<file path="src/lsra_pkg.sv">
// ----------------------------------------------------------------------------
// lsra_pkg: shared types and constants
// Register file size, size codes, status codes and first-fit mask candidates
// for the linear-scan register allocator.
// ----------------------------------------------------------------------------
package lsra_pkg;

   localparam int REG_COUNT = 7;
   localparam int IDX_BITS  = 3;
   localparam int SIZE_BITS = 4;
   localparam int STAT_BITS = 2;

   localparam logic [SIZE_BITS-1:0] SIZE_BYTE = 4'd1;
   localparam logic [SIZE_BITS-1:0] SIZE_HALF = 4'd2;
   localparam logic [SIZE_BITS-1:0] SIZE_WORD = 4'd4;

   localparam logic [STAT_BITS-1:0] STATUS_OK       = 2'd0;
   localparam logic [STAT_BITS-1:0] STATUS_BAD_SIZE = 2'd1;
   localparam logic [STAT_BITS-1:0] STATUS_NO_REGS  = 2'd2;
   localparam logic [STAT_BITS-1:0] STATUS_NO_SPILL = 2'd3;

   localparam logic [REG_COUNT-1:0] PAIR_MASK [3] = '{7'h03, 7'h0C, 7'h30};
   localparam logic [REG_COUNT-1:0] QUAD_MASK [2] = '{7'h0F, 7'h3C};

   typedef struct packed {
      logic                 spill;
      logic                 bad;
      logic [REG_COUNT-1:0] mask;
   } pick_type;

endpackage

</file>
<file path="src/linear_scan_register_allocator_top.sv">
// ----------------------------------------------------------------------------
// linear_scan_register_allocator_top: linear-scan register allocator
// Expires finished intervals, spills or allocates first-fit masks over a
// seven-register file and keeps the active list sorted by end point.
//
//   channel | direction | handshake             | payload
//   req     | in        | req_valid / req_ready | id, start, end, size
//   rsp     | out       | rsp_valid / rsp_ready | id, mask, spilled, status, last
//
// A request passes through the expiry scan over the active entries, the spill
// choice and, when an entry is added, the ordered insertion that shifts later
// entries up, all through one comparator, and then emits its results. Reset
// clears the state, busy mask, active valid bits, rsp valid and result select and count.
// req_ready is low from acceptance until the last result is loaded into the
// output register; a stalled rsp holds that register and the sequencer.
// ----------------------------------------------------------------------------
module linear_scan_register_allocator_top
   import lsra_pkg::*;
#(
   parameter int ID_BITS    = 8,
   parameter int POINT_BITS = 16
) (
   input  logic                  clock,
   input  logic                  reset,
   input  logic                  req_valid,
   output logic                  req_ready,
   input  logic [ID_BITS-1:0]    req_interval_id,
   input  logic [POINT_BITS-1:0] req_start_point,
   input  logic [POINT_BITS-1:0] req_end_point,
   input  logic [SIZE_BITS-1:0]  req_size_bytes,
   output logic                  rsp_valid,
   input  logic                  rsp_ready,
   output logic [ID_BITS-1:0]    rsp_result_id,
   output logic [REG_COUNT-1:0]  rsp_reg_mask,
   output logic                  rsp_spilled,
   output logic [STAT_BITS-1:0]  rsp_status,
   output logic                  rsp_last
);

   typedef enum logic [2:0] {
      ST_IDLE,
      ST_EXPIRE,
      ST_DECIDE,
      ST_INSERT,
      ST_EMIT
   } state_type;

   typedef struct packed {
      logic [ID_BITS-1:0]    id;
      logic [POINT_BITS-1:0] end_pt;
      logic [REG_COUNT-1:0]  mask;
   } entry_type;

   typedef struct packed {
      logic [ID_BITS-1:0]   id;
      logic [REG_COUNT-1:0] mask;
      logic                 spilled;
      logic [STAT_BITS-1:0] status;
      logic                 last;
   } res_type;

   state_type             state_ff, state_in;
   logic [ID_BITS-1:0]    id_ff, id_in;
   logic [POINT_BITS-1:0] start_ff, start_in;
   logic [POINT_BITS-1:0] end_ff, end_in;
   logic [SIZE_BITS-1:0]  size_ff, size_in;
   logic [REG_COUNT-1:0]  busy_ff, busy_in;
   logic [REG_COUNT-1:0]  valid_ff, valid_in;
   logic [IDX_BITS-1:0]   scan_ff, scan_in;
   logic [IDX_BITS-1:0]   wr_ff, wr_in;
   logic [IDX_BITS-1:0]   cnt_ff, cnt_in;
   logic [IDX_BITS-1:0]   idx_ff, idx_in;
   logic [REG_COUNT-1:0]  new_mask_ff, new_mask_in;
   res_type               res0_ff, res0_in;
   res_type               res1_ff, res1_in;
   logic                  res_num_ff, res_num_in;
   logic                  res_sel_ff, res_sel_in;
   logic                  rsp_valid_ff, rsp_valid_in;
   res_type               rsp_ff, rsp_in;

   entry_type             entry_ff [REG_COUNT];
   logic                  wr_en;
   logic [IDX_BITS-1:0]   wr_addr;
   entry_type             wr_data;
   logic [IDX_BITS-1:0]   rd_addr;
   entry_type             rd_entry;

   logic [POINT_BITS-1:0] cmp_a;
   logic [POINT_BITS-1:0] cmp_b;
   logic                  cmp_lt;
   pick_type              pick;

   lsra_cmp #(
      .WIDTH(POINT_BITS)
   ) u_cmp (
      .a (cmp_a),
      .b (cmp_b),
      .lt(cmp_lt)
   );

   lsra_mask_pick u_pick (
      .busy(busy_ff),
      .size(size_ff),
      .pick(pick)
   );

   always_comb begin
      case (state_ff)
         ST_EXPIRE: rd_addr = (scan_ff == IDX_BITS'(REG_COUNT)) ? '0 : scan_ff;
         ST_DECIDE: rd_addr = (cnt_ff == '0) ? '0 : cnt_ff - 1'b1;
         ST_INSERT: rd_addr = (idx_ff == '0) ? '0 : idx_ff - 1'b1;
         default:   rd_addr = '0;
      endcase
      rd_entry = entry_ff[rd_addr];

      case (state_ff)
         ST_EXPIRE: begin
            cmp_a = rd_entry.end_pt;
            cmp_b = start_ff;
         end
         ST_DECIDE: begin
            cmp_a = end_ff;
            cmp_b = rd_entry.end_pt;
         end
         default: begin
            cmp_a = rd_entry.end_pt;
            cmp_b = end_ff;
         end
      endcase
   end

   always_comb begin
      state_in     = state_ff;
      id_in        = id_ff;
      start_in     = start_ff;
      end_in       = end_ff;
      size_in      = size_ff;
      busy_in      = busy_ff;
      valid_in     = valid_ff;
      scan_in      = scan_ff;
      wr_in        = wr_ff;
      cnt_in       = cnt_ff;
      idx_in       = idx_ff;
      new_mask_in  = new_mask_ff;
      res0_in      = res0_ff;
      res1_in      = res1_ff;
      res_num_in   = res_num_ff;
      res_sel_in   = res_sel_ff;
      rsp_in       = rsp_ff;
      rsp_valid_in = rsp_valid_ff && !rsp_ready;
      wr_en        = 1'b0;
      wr_addr      = '0;
      wr_data      = rd_entry;

      case (state_ff)
         ST_IDLE: begin
            if (req_valid) begin
               id_in    = req_interval_id;
               start_in = req_start_point;
               end_in   = req_end_point;
               size_in  = req_size_bytes;
               scan_in  = '0;
               wr_in    = '0;
               state_in = ST_EXPIRE;
            end
         end
         ST_EXPIRE: begin
            if ((scan_ff == IDX_BITS'(REG_COUNT)) || !valid_ff[rd_addr]) begin
               for (int k = 0; k < REG_COUNT; k++) begin
                  valid_in[k] = (IDX_BITS'(k) < wr_ff);
               end
               cnt_in   = wr_ff;
               state_in = ST_DECIDE;
            end else begin
               if (cmp_lt) begin
                  busy_in = busy_ff & ~rd_entry.mask;
               end else begin
                  wr_en   = 1'b1;
                  wr_addr = wr_ff;
                  wr_in   = wr_ff + 1'b1;
               end
               scan_in = scan_ff + 1'b1;
            end
         end
         ST_DECIDE: begin
            res_sel_in = 1'b0;
            res_num_in = 1'b0;
            res0_in    = '{id: id_ff, mask: '0, spilled: 1'b0,
                           status: STATUS_OK, last: 1'b1};
            state_in   = ST_EMIT;
            if (pick.spill) begin
               if (cnt_ff == '0) begin
                  res0_in.status = STATUS_NO_SPILL;
               end else if (cmp_lt) begin
                  res0_in       = '{id: rd_entry.id, mask: '0, spilled: 1'b1,
                                    status: STATUS_OK, last: 1'b0};
                  res1_in       = '{id: id_ff, mask: rd_entry.mask, spilled: 1'b0,
                                    status: STATUS_OK, last: 1'b1};
                  res_num_in    = 1'b1;
                  valid_in[rd_addr] = 1'b0;
                  cnt_in        = cnt_ff - 1'b1;
                  idx_in        = cnt_ff - 1'b1;
                  new_mask_in   = rd_entry.mask;
                  state_in      = ST_INSERT;
               end else begin
                  res0_in.spilled = 1'b1;
               end
            end else if (pick.bad) begin
               res0_in.status = STATUS_BAD_SIZE;
            end else if (pick.mask == '0) begin
               res0_in.status = STATUS_NO_REGS;
            end else begin
               busy_in      = busy_ff | pick.mask;
               res0_in.mask = pick.mask;
               new_mask_in  = pick.mask;
               idx_in       = cnt_ff;
               if (cnt_ff != IDX_BITS'(REG_COUNT)) begin
                  state_in = ST_INSERT;
               end
            end
         end
         ST_INSERT: begin
            wr_en   = 1'b1;
            wr_addr = idx_ff;
            if ((idx_ff == '0) || cmp_lt) begin
               wr_data          = '{id: id_ff, end_pt: end_ff, mask: new_mask_ff};
               valid_in[cnt_ff] = 1'b1;
               state_in         = ST_EMIT;
            end else begin
               idx_in = idx_ff - 1'b1;
            end
         end
         ST_EMIT: begin
            if (!rsp_valid_ff || rsp_ready) begin
               rsp_valid_in = 1'b1;
               rsp_in       = res_sel_ff ? res1_ff : res0_ff;
               if (res_sel_ff == res_num_ff) begin
                  state_in = ST_IDLE;
               end else begin
                  res_sel_in = 1'b1;
               end
            end
         end
         default: begin
            state_in = ST_IDLE;
         end
      endcase
   end

   always_ff @(posedge clock) begin
      if (reset) begin
         state_ff     <= ST_IDLE;
         busy_ff      <= '0;
         valid_ff     <= '0;
         rsp_valid_ff <= 1'b0;
         res_sel_ff   <= 1'b0;
         res_num_ff   <= 1'b0;
      end else begin
         state_ff     <= state_in;
         busy_ff      <= busy_in;
         valid_ff     <= valid_in;
         rsp_valid_ff <= rsp_valid_in;
         res_sel_ff   <= res_sel_in;
         res_num_ff   <= res_num_in;
      end
      id_ff       <= id_in;
      start_ff    <= start_in;
      end_ff      <= end_in;
      size_ff     <= size_in;
      scan_ff     <= scan_in;
      wr_ff       <= wr_in;
      cnt_ff      <= cnt_in;
      idx_ff      <= idx_in;
      new_mask_ff <= new_mask_in;
      res0_ff     <= res0_in;
      res1_ff     <= res1_in;
      rsp_ff      <= rsp_in;
   end

   always_ff @(posedge clock) begin
      if (wr_en) begin
         entry_ff[wr_addr] <= wr_data;
      end
   end

   assign req_ready     = (state_ff == ST_IDLE);
   assign rsp_valid     = rsp_valid_ff;
   assign rsp_result_id = rsp_ff.id;
   assign rsp_reg_mask  = rsp_ff.mask;
   assign rsp_spilled   = rsp_ff.spilled;
   assign rsp_status    = rsp_ff.status;
   assign rsp_last      = rsp_ff.last;

   a_valid_packed: assert property (@(posedge clock) disable iff (reset)
      (state_ff == ST_IDLE) |->
         ((valid_ff & REG_COUNT'(valid_ff + 1'b1)) == '0))
      else $error("active list not packed");

   a_busy_after_accept: assert property (@(posedge clock) disable iff (reset)
      (req_valid && req_ready) |=> !req_ready)
      else $error("request accepted while sequencer busy");

   a_error_no_mask: assert property (@(posedge clock) disable iff (reset)
      (rsp_valid && (rsp_status != STATUS_OK)) |->
         ((rsp_reg_mask == '0) && !rsp_spilled && rsp_last))
      else $error("error result carries allocation");

   a_spill_no_mask: assert property (@(posedge clock) disable iff (reset)
      (rsp_valid && rsp_spilled) |-> (rsp_reg_mask == '0))
      else $error("spilled result carries mask");

endmodule

</file>
<file path="src/lsra_cmp.sv">
// ----------------------------------------------------------------------------
// lsra_cmp: shared point comparator
// Unsigned less-than used by expiry, spill choice and ordered insertion.
// ----------------------------------------------------------------------------
module lsra_cmp #(
   parameter int WIDTH = 16
) (
   input  logic [WIDTH-1:0] a,
   input  logic [WIDTH-1:0] b,
   output logic             lt
);

   assign lt = (a < b);

endmodule

</file>
<file path="src/lsra_mask_pick.sv">
// ----------------------------------------------------------------------------
// lsra_mask_pick: spill test and first-fit register mask
// Flags the spill path from busy count plus size, flags bad sizes and picks
// the lowest free one-register, even-aligned two-register or even-based four-register mask.
// ----------------------------------------------------------------------------
module lsra_mask_pick
   import lsra_pkg::*;
(
   input  logic [REG_COUNT-1:0] busy,
   input  logic [SIZE_BITS-1:0] size,
   output pick_type             pick
);

   logic [IDX_BITS-1:0]    busy_cnt;
   logic [SIZE_BITS:0]     need;
   logic [REG_COUNT-1:0]   one_mask;
   logic [REG_COUNT-1:0]   pair_sel;
   logic [REG_COUNT-1:0]   quad_sel;

   always_comb begin
      busy_cnt = '0;
      for (int k = 0; k < REG_COUNT; k++) begin
         busy_cnt = busy_cnt + IDX_BITS'(busy[k]);
      end
      need = {2'b00, busy_cnt} + {1'b0, size};

      one_mask = '0;
      for (int k = REG_COUNT - 1; k >= 0; k--) begin
         if (!busy[k]) begin
            one_mask = REG_COUNT'(1) << k;
         end
      end

      pair_sel = '0;
      for (int k = 2; k >= 0; k--) begin
         if ((busy & PAIR_MASK[k]) == '0) begin
            pair_sel = PAIR_MASK[k];
         end
      end

      quad_sel = '0;
      for (int k = 1; k >= 0; k--) begin
         if ((busy & QUAD_MASK[k]) == '0) begin
            quad_sel = QUAD_MASK[k];
         end
      end

      pick.spill = (need > (SIZE_BITS+1)'(REG_COUNT));
      pick.bad   = 1'b0;
      case (size)
         SIZE_BYTE: pick.mask = one_mask;
         SIZE_HALF: pick.mask = pair_sel;
         SIZE_WORD: pick.mask = quad_sel;
         default: begin
            pick.mask = '0;
            pick.bad  = 1'b1;
         end
      endcase
   end

endmodule

</file>
<file path="config.mk">
export PLATFORM = sky130hd
export DESIGN_NAME = linear_scan_register_allocator_top
export DESIGN_NICKNAME = d
export VERILOG_FILES = /design/src/lsra_pkg.sv /design/src/linear_scan_register_allocator_top.sv /design/src/lsra_cmp.sv /design/src/lsra_mask_pick.sv
export SDC_FILE = /design/constraint.sdc
export NUM_CORES = 1
export LEC_CHECK = 0
export ABC_AREA = 1
export BUFFER_PORTS_ARGS = -buffer_cell sky130_fd_sc_hd__buf_4
export CAP_MARGIN = 20
export CORE_AREA = 8 8 196 161
export CTS_CLUSTER_SIZE = 14
export DETAILED_ROUTE_END_ITERATION = 7
export DIE_AREA = 0 0 204 169
export GPL_TIMING_DRIVEN = 0
export PLACE_DENSITY_LB_ADDON = 0.25
export SLEW_MARGIN = 20
export SYNTH_ARGS = -nofsm -noshare
export SYNTH_HDL_FRONTEND = slang
export SYNTH_SLANG_ARGS = --single-unit
</file>
<file path="constraint.sdc">
create_clock -name clock -period 8.1 [get_ports clock]
set_clock_uncertainty 0.2 [all_clocks]
set_input_delay 0.405 -clock clock [delete_from_list [all_inputs] [get_ports clock]]
set_output_delay 0.405 -clock clock [all_outputs]
set_load 0.05 [all_outputs]
</file>
# Yosys cells after proc, flatten, opt, wreduce, memory -nomap -nowiden

Memory sizes are Yosys's and may differ from the RTL's.
Index checks and enable logic that the tools add are counted.

Bits in registers: 136
Bits in writable memories: 217
Input port bits: 48
Output and inout bits: 21
Word-level logic and storage cells: 231
Memories kept: 1

Memory list:

| name     | depth | bits a word | read ports | clocked after Yosys merged registers in | write ports | RTL line                                 | RTL |
|---|---|---|---|---|---|---|---|
| entry_ff | 7     | 31          | 1          | 0                                       | 1           | linear_scan_register_allocator_top.sv:81 | `entry_type entry_ff [REG_COUNT];` |

Add/sub/neg operators: 11
$lt $le $gt $ge: 13
Equality and inequality tests: 33
Mux-type cells: 100
Bitwise gates (word level): 8
Reduce and logical (&&, ||, !) cells: 38

Operator list:

| kind                 | number |
|---|---|
| $mux W7              | 25 |
| $mux W3              | 28 |
| $mux W31             | 2 |
| $logic_not A7 Y1     | 6 |
| $pmux W7 S3          | 2 |
| $ne A2 B2 Y1 const B | 19 |
| $mux W16             | 2 |
| $pmux W16 S2         | 1 |
| $mux W6              | 5 |
| $pmux W3 S2          | 5 |
| $mux W19             | 1 |
| $reduce_and A6 Y1    | 3 |
| $lt A16 B16 Y1       | 1 |
| $add A3 B1 Y3        | 5 |
| $mux W1              | 15 |
| $mux W15             | 1 |
| $ne A3 B3 Y1 const B | 5 |
| $pmux W3 S5          | 1 |
| $reduce_and A5 Y1    | 3 |
| $and A7 B7 Y7        | 2 |
| $not A7 Y7           | 2 |
| $or A7 B7 Y7         | 2 |
| $pmux W7 S2          | 1 |
| $reduce_bool A2 Y1   | 5 |
| other kinds (34)     | 61 |

# Longest topological paths before layout

Gate-level depths: netlist (run 1).

Depth in word-level cells: 13
Depth in mapped cells: 33
Depth with buffers taken out: 31

# Modules after synthesis

Synthesis (run 1) repeated with hierarchy kept, for this count alone.

Cell total of the unflattened synthesis: 1546
Area total of the unflattened synthesis: 16049.1 um2

By module, submodules not included:

| module                             | instances | cells each | area each (um2) | sequential area each (um2) |
|---|---|---|---|---|
| linear_scan_register_allocator_top | 1         | 1405       | 15192.1         | 10400.0 |
| lsra_mask_pick                     | 1         | 77         | 466.7           | 0.0 |
| lsra_cmp                           | 1         | 64         | 390.4           | 0.0 |

# Least setup slack after synthesis (run 1)

Ideal clock, no wire load.

Kind: register to register
Start point: reg cnt_ff[0]
End point: mem entry_ff[6][0] in the netlist's numbering (enable)
Setup time: 458 ps
Data arrival time: 5935 ps
Data required time: 7442 ps
Setup slack: 1508 ps
Cell stages (with the launch flop): 27
Buffers on the path: 2
Clock period less this slack: 6592 ps
Path through: edfxtp_1 > inv_1 > ha_1 > inv_1 > nor2_1 > inv_1 > nand3_1 > nand3_2 > nor2_1 > nand2_1 > inv_1 > clkbuf_1 > buf_1 > nand2_1 > nand4_1 > nand2_1 > nand3_1 > o21ai_0 > ha_1 > a21oi_1 > nor2_1 > a211oi_1 > o221a_2 > nand2_4 > nand2_1 > o22ai_2 > nor3_1

Longest elaborated chain between the ends: 11
Elaborated cells between the ends (all ways): 20
Classes of those cells: add/sub (1); order compare (1); mux (14); reduce/logical (3); memory (1)

Ends and longest elaborated chain:

| item                                                      | RTL line                                                                             | RTL |
|---|---|---|
| start, declared                                           | linear_scan_register_allocator_top.sv:71                                             | `logic [IDX_BITS-1:0] cnt_ff, cnt_in;` |
| start signal, assigned                                    | linear_scan_register_allocator_top.sv:272                                            | `cnt_ff <= cnt_in;` |
| $sub A3 B1 Y3 / $logic_not A3 Y1 (equally long branches)  | linear_scan_register_allocator_top.sv:110                                            | `ST_DECIDE: rd_addr = (cnt_ff == '0) ? '0 : cnt_ff - 1'b1;` |
| $mux W3 *                                                 | linear_scan_register_allocator_top.sv:110                                            |  |
| $pmux W3 S3 *                                             | linear_scan_register_allocator_top.sv:108                                            | `case (state_ff)` |
| $mem_v2 Z7 W31 / $bmux W1 S3 (equally long branches)      | -                                                                                    |  |
| $pmux W16 S2, or another cell as far along                | linear_scan_register_allocator_top.sv:116                                            | `case (state_ff)` |
| $lt A16 B16 Y1 / $logic_not A1 Y1 (equally long branches) | lsra_cmp.sv:13, linear_scan_register_allocator_top.sv:168                            |  |
| $mux W1 / $logic_or A1 B1 Y1 (equally long branches)      | linear_scan_register_allocator_top.sv:175, linear_scan_register_allocator_top.sv:168 |  |
| $mux W1                                                   | linear_scan_register_allocator_top.sv:168                                            | `if ((scan_ff == IDX_BITS'(REG_COUNT)) \|\| !valid_ff[rd_addr]) begin` |
| $pmux W1 S2                                               | linear_scan_register_allocator_top.sv:155                                            | `case (state_ff)` |
| $mux W1                                                   | linear_scan_register_allocator_top.sv:281                                            | `if (wr_en) begin` |
| $mux W1 (implied by the code)                             | linear_scan_register_allocator_top.sv:282                                            | `entry_ff[wr_addr] <= wr_data;` |
| end, declared                                             | linear_scan_register_allocator_top.sv:81                                             |  |

Every way passes the cells marked *; elsewhere a longest branch is shown, timed or not. The select of a mux whose other input is x is not followed.

# Final worst setup path (run 1)

Start point: reg cnt_ff[0]
End point: mem entry_ff[0][29] in the netlist's numbering (enable)

The elaborated chain is that of the path after synthesis.

==> results of run 1 <==
[cell usage after synthesis (3+ instances only)]
cell type,number,area (um^2)
a211oi_1,4,30.0
a21oi_1,38,190
a221oi_1,10,87.6
a22o_1,30,263
a22oi_1,9,67.6
a31oi_1,4,25.0
buf_1,7,26.3
buf_2,9,45.0
buf_6,3,33.8
clkbuf_1,26,97.6
dfxtp_1,20,400
edfxtp_1,333,10000
fa_1,3,60.1
ha_1,31,388
inv_1,120,450
inv_2,13,48.8
nand2_1,266,998
nand2_2,18,113
nand3_1,35,175
nand3_2,6,60.1
nand4_1,27,169
nor2_1,80,300
nor2_4,3,33.8
nor3_1,10,50.1
nor4_1,4,25.0
o211ai_1,9,67.6
o21ai_0,72,360
o21ai_1,17,85.1
o21ai_2,14,123
o221ai_1,3,26.3
o22ai_1,25,156
o31ai_1,7,52.6
or2_2,6,37.5
or4_1,7,52.6
[worst paths after layout]
check,endpoint,cells after the start,startpoint
setup / recovery,entry_ff[0][29],29,cnt_ff[0]
hold / removal,rsp_valid,4,rsp_ready
setup reg to reg,entry_ff[0][29],29,cnt_ff[0]
hold reg to reg,res1_ff[18],0,id_ff[7]
[cells in the final DEF (no fill, tap or decap), types with 14 or more instances in the layout]
| master | netlist | routed |
|---|---|---|
| buf_4 | 2 | 73 |
| o21ai_1 | 17 | 17 |
| nand3_1 | 35 | 35 |
| inv_1 | 120 | 120 |
| dlygate4sd3_1 | 0 | 45 |
| edfxtp_1 | 333 | 333 |
| dfxtp_1 | 20 | 20 |
| o22ai_1 | 25 | 25 |
| nand2_2 | 18 | 18 |
| nand2_1 | 266 | 266 |
| clkbuf_1 | 26 | 37 |
| ha_1 | 31 | 31 |
| a22o_1 | 30 | 30 |
| clkbuf_16 | 0 | 38 |
| nor2_1 | 80 | 71 |
| nand4_1 | 27 | 27 |
| a21oi_1 | 38 | 38 |
| o21ai_2 | 14 | 14 |
| o21ai_0 | 72 | 72 |
[power by group]
| part | total (mW) | switching [mW] | internal [mW] |
|---|---|---|---|
| Clock | 1.64 | 0.670 | 0.967 |
| Sequential | 2.86 | 0.126 | 2.73 |
| Combinational | 2.75 | 1.93 | 0.820 |
[metal layers]
metal / track usage (%) / part of all wire [%]
met1: 32.8 / 44
met2: 34.2 / 45
met3: 4.05 / 8.9
met4: 5.47 / 2.0
met5: 0 / 0
[cell families (layout without fill, tap and decap cells)]
logic type	after synthesis	after routing
xor+xnor	3	3
fa+ha+maj	34	34
compound gates	253	253
buf+inv	183	373
flops	353	353
simple gates	472	472
[state kept, by name, indices dropped and copies added (netlist names), 2 cells and up]
| signal | flops |
|---|---|
| idx_ff | 3 |
| start_ff | 16 |
| res1_ff | 15 |
| rsp_reg_mask | 7 |
| rsp_result_id | 8 |
| state_ff | 3 |
| end_ff | 16 |
| busy_ff | 7 |
| res0_ff | 19 |
| wr_ff | 3 |
| valid_ff | 7 |
| scan_ff | 3 |
| rsp_status | 2 |
| size_ff | 4 |
| new_mask_ff | 7 |
| cnt_ff | 3 |
| id_ff | 8 |
| entry_ff | 217 |
[metrics by stage]
stage	util [%]	setup TNS, ns	hold WS [ns]	cells
3_3_place_gp	57.2	-145.55	0.234	1743
4_1_cts	63.8	0	0.0198	1865
2_1_floorplan	-	0	0.226	1298
5_1_grt	63.8	0	0.0465	1865
3_5_place_dp	58.1	0	0.248	1755
6_report	63.8	0	0.0353	1865
[layout make-up]
cell class / count / share of cell area [%]
sequential: 353 / 57.0
multi-input combinational: 762 / 23.5
timing repair buffer: 125 / 6.41
clock buffer: 50 / 5.52
inverter: 135 / 2.78
tap: 377 / 2.59
buffer: 48 / 1.28
clock inverter: 15 / 0.878
[timing repair]
action / in CTS / in global routing
gates resized for setup: 0 / 0
hold endpoints to repair: 45 / 0
hold buffers: 45 / 0
[worst max-delay path, delay by kind of cell (launching register included)]
kind            cells  cell delay [ns]
flops               1             0.51
buf+inv             6             1.99
fa+ha+maj           2             0.55
simple gates       17             2.67
compound gates      4             0.79
==> results.json, run 1 <==
{
  "status": "completed",
  "htreeDepth": 2,
  "cts_post_setup_buffers_inserted": 0,
  "postLayoutCellArea_um2": 18200,
  "die_area_um2": 34500,
  "ys_warn_count": 0,
  "ctsLongestPathBuffers": 3,
  "start_util_pct": 53.8,
  "max_cap_viol_count": 0,
  "clkSinkCount": 353,
  "synthCells": 1298,
  "min_period_ns": 7.03,
  "avgSynthCellArea_um2": 11.8,
  "hold_viol": 0,
  "drcViolationCount": 0,
  "fmax_mhz": 142,
  "dp_slack_ns": 1.17,
  "multiInputGateArea_um2": 4290,
  "antenna_found_initial": 0,
  "vias": 10744,
  "drt_first_pass_iters": 5,
  "clockRootBuffer": "clkbuf_16",
  "synth_compound_area_share_pct": 10.8,
  "grt_pass1_vias": 10178,
  "timing.slew.headroom_pct": 43.2,
  "r2r_slack_ns": 1.07,
  "criticalPathCategory": "reg2reg",
  "leakage_nw": 6.83,
  "setup_ws_ns": 1.07,
  "grt_pass1_wl_mm": 59.4,
  "via_per_inst": 5.76,
  "gp_congestion": 0.938,
  "clock_latency_ns": 0.52,
  "synth_area_um2": 15400,
  "cp_data_required_time_ns": 8.12,
  "synth_top_family_by_area": "simple AND/OR/NAND/NOR gates",
  "nNetsFinal": 1543,
  "drv_slew": 0,
  "layout.area.seq_um2": 10400,
  "yosys.area_share.simple_pct": 13.7,
  "cp_slowest_cell": "clkbuf_1",
  "grt_max_degree": 29,
  "cp-end-kind": "register",
  "cts_buffers": 36,
  "fin_crit_sh_pct": 86.8,
  "finalSetupViolations": 0,
  "antennaDiodeCount": 0,
  "io_buffer_count": 68,
  "grt_overflow": 0,
  "cts_tree": "yes",
  "detail-route-antenna-nets": 0,
  "power.total_mw": 7.24,
  "ys_ff_latch": 353,
  "grt_util_all_layers_pct": 22.3,
  "min_path_type": "in2reg",
  "drive_gt1_share_pct": 15.2,
  "nFillCells": 2131,
  "crit_arrival_ns": 7.05,
  "num_rows": 56,
  "io-pin-count": 69,
  "async_flop_share_pct": 0,
  "tightest_slew_ns": 0.852,
  "synthFlopType": "edfxtp_1",
  "start_kind": "register",
  "syn-num-nets": 1380,
  "ys_seq_area_share_pct": 67.7,
  "critPathMaxFanout": 17,
  "first_iter_violations": 1095,
  "clkTransAtPathRegs_ns": 0.06,
  "die_h_um": 169,
  "ys_types": 56,
  "vdd_drop_max_v": 0.000235,
  "synthXorXnorAreaFrac_pct": 0.171,
  "rsz0062_at_grt": "false",
  "synthToLayoutAreaGrowth_pct": 18.7,
  "synth_fa_ha_area_share_pct": 2.91,
  "cpPeakStageDelay_ns": 0.63,
  "wl_mm": 38.9,
  "die_w_um": 204,
  "routedWlPerCell_um": 20.8,
  "place_area_um2": 16600,
  "p_per_area_nw_per_um2": 397,
  "dp.final_hpwl_mm": 25.6,
  "synth_edf_count": 333,
  "synth.area.mux_share_pct": 0,
  "design.core.area_um2": 28600,
  "crit_path_frequent_cell": "nand2_1"
}
(Power assumes the default switching activity.)
==> run 2: changes to the inputs <==
Settings changed: CORE_AREA 8 8 196 161 to 8 8 246 130, DIE_AREA 0 0 204 169 to 0 0 254 138.
==> run 2 against run 1 <==
Against the previous run:
- register-to-register slack got worse by 0.12 ns
- critical endpoint is now entry_ff[6][14]
- critical path depth is the same
- flip-flop and latch count unchanged
- critical path type unchanged
==> results.json, run 2 (synthesized netlist as in run 1, its figures left out) <==
{
  "status": "completed",
  "mostFrequentLayoutCells": "edfxtp_1 (333), nand2_1 (266), inv_1 (120), buf_4 (73), o21ai_0 (72)",
  "wl_mm": 41.0,
  "clockRootBuffer": "clkbuf_16",
  "fin_crit_sh_pct": 88.2,
  "die_h_um": 138,
  "power.total_mw": 7.08,
  "critPathMaxFanout": 10,
  "htreeDepth": 1,
  "max_cap_viol_count": 0,
  "dp_cells": 1771,
  "clock_power_share_pct": 19.2,
  "cts_tree": "yes",
  "cts_buffers": 31,
  "p_per_area_nw_per_um2": 393,
  "hold_viol": 0,
  "dp.final_hpwl_mm": 28.6,
  "start_util_pct": 54.1,
  "largest_reg_flops": 217,
  "cp_top_family": "simple AND/OR/NAND/NOR gates",
  "via_per_inst": 5.86,
  "stdcell_count": 1871,
  "regMostFlops": "entry_ff",
  "nNetsFinal": 1541,
  "die_w_um": 254,
  "num_rows": 44,
  "multiInputGateArea_um2": 4290,
  "finalSetupViolations": 0,
  "clkTransAtPathRegs_ns": 0.07,
  "drcViolationCount": 0,
  "antenna_found_initial": 0,
  "first_iter_violations": 1604,
  "io-pin-count": 69,
  "combPwrFrac_pct": 40.3,
  "criticalPathCategory": "reg2reg",
  "cp-end-kind": "register",
  "tightest_slew_ns": 0.884,
  "top_regs": "entry_ff (217), res0_ff (19)",
  "cp_data_required_time_ns": 8.18,
  "min_period_ns": 7.15,
  "drv_slew": 0,
  "cpPeakStageDelay_ns": 0.64,
  "nFillCells": 2157,
  "rsz0062_at_grt": "false",
  "swShare_pct": 39.6,
  "path_buf_inv": 7,
  "detail-route-antenna-nets": 0,
  "drive_gt1_share_pct": 14.7,
  "pwr-share-seq_pct": 40.5,
  "clock_latency_ns": 0.58,
  "crit_arrival_ns": 7.23,
  "p_int_mw": 4.27,
  "crit_path_frequent_cell": "nand2_1",
  "fmax_mhz": 140,
  "r2r_slack_ns": 0.95,
  "timing.slew.headroom_pct": 41.0,
  "setup_ws_ns": 0.954,
  "grt_pass1_vias": 10030,
  "p_sw_mw": 2.81,
  "io_buffer_count": 68,
  "routedWlPerCell_um": 21.9,
  "vias": 10968,
  "synthToLayoutAreaGrowth_pct": 17.3,
  "grt_overflow": 0,
  "grt_util_all_layers_pct": 22.9,
  "drt_first_pass_iters": 6,
  "layout.area.seq_um2": 10400,
  "min_path_type": "in2reg",
  "grt_max_degree": 29,
  "final_common_cell": "edfxtp_1",
  "start_kind": "register",
  "design.core.area_um2": 28400,
  "dp_slack_ns": 1.23,
  "ctsLongestPathBuffers": 3,
  "tns_ns": 0,
  "vdd_drop_max_v": 0.000228,
  "cp_slowest_cell": "clkbuf_1",
  "clkSinkCount": 353,
  "antennaDiodeCount": 0,
  "die_area_um2": 35100,
  "gp_congestion": 1.02,
  "grt_pass1_wl_mm": 61.6,
  "leakage_nw": 6.72
}
[run 2: cell types whose count changed in the layout (fill, tap and decap cells not counted)]
cell | previous run | this run
clkbuf_16 | 38 | 31
bufinv_16 | 3 | 0
clkbuf_1 | 37 | 39
clkinv_1 | 7 | 5
inv_6 | 0 | 2
buf_16 | 3 | 4
buf_6 | 5 | 6
clkinv_2 | 4 | 3
clkinv_8 | 1 | 0
clkinvlp_4 | 2 | 1
dlygate4sd3_1 | 45 | 46
[run 2: tightest hold or removal path, delay by kind of cell]
family        cells  cell delay [ns]
buf+inv           2             0.21
simple gates      1             0.15
[run 2: per-stage QoR]
stage / hold slack (ns) / instance area (um^2) / util, %
finish: 0.189 / 18000 / 63.5
global route: 0.203 / 18000 / 63.5
CTS: 0.180 / 18000 / 63.5
detailed placement: 0.238 / 16700 / 58.7
global placement: 0.239 / 16400 / 57.6
floorplan: 0.226 / 15400 / -
[run 2: power by group through the flow]
stage | registers [mW] | clock network (mW) | logic, mW
2_1_floorplan | 2.87 | 0 | 1.82
4_1_cts | 2.86 | 1.38 | 2.78
6_report | 2.86 | 1.36 | 2.85
5_1_grt | 2.88 | 1.45 | 3.15
3_3_place_gp | 2.91 | 0 | 2.62
3_5_place_dp | 2.90 | 0 | 2.75
[run 2: worst paths after layout]
kind                  start               to  cells after the start
setup / recovery  cnt_ff[0]  entry_ff[6][14]                     29
hold reg to reg    id_ff[0]      res1_ff[11]                      0
setup reg to reg  cnt_ff[0]  entry_ff[6][14]                     29
hold / removal    req_valid       size_ff[1]                      3
[run 2: layer usage]
layer	part of all wire (%)	GRT usage (%)	up-vias
met5	0	0	-
met2	38	29.3	705
met4	1.8	3.78	0
met1	45	37.1	5232
li1	-	-	4958
met3	15	7.43	73
[run 2: layout make-up]
type | count | area share [%]
sequential | 353 | 57.7
multi-input combinational | 762 | 23.8
timing repair buffer | 128 | 6.75
clock buffer | 45 | 4.65
inverter | 135 | 2.81
tap | 391 | 2.71
buffer | 48 | 1.30
clock inverter | 9 | 0.285
[run 2: repair_timing]
action | CTS | global route
hold buffers | 46 | 0
resized for setup | 0 | 0
hold endpoints to repair | 46 | 0
setup buffers | 0 | 0
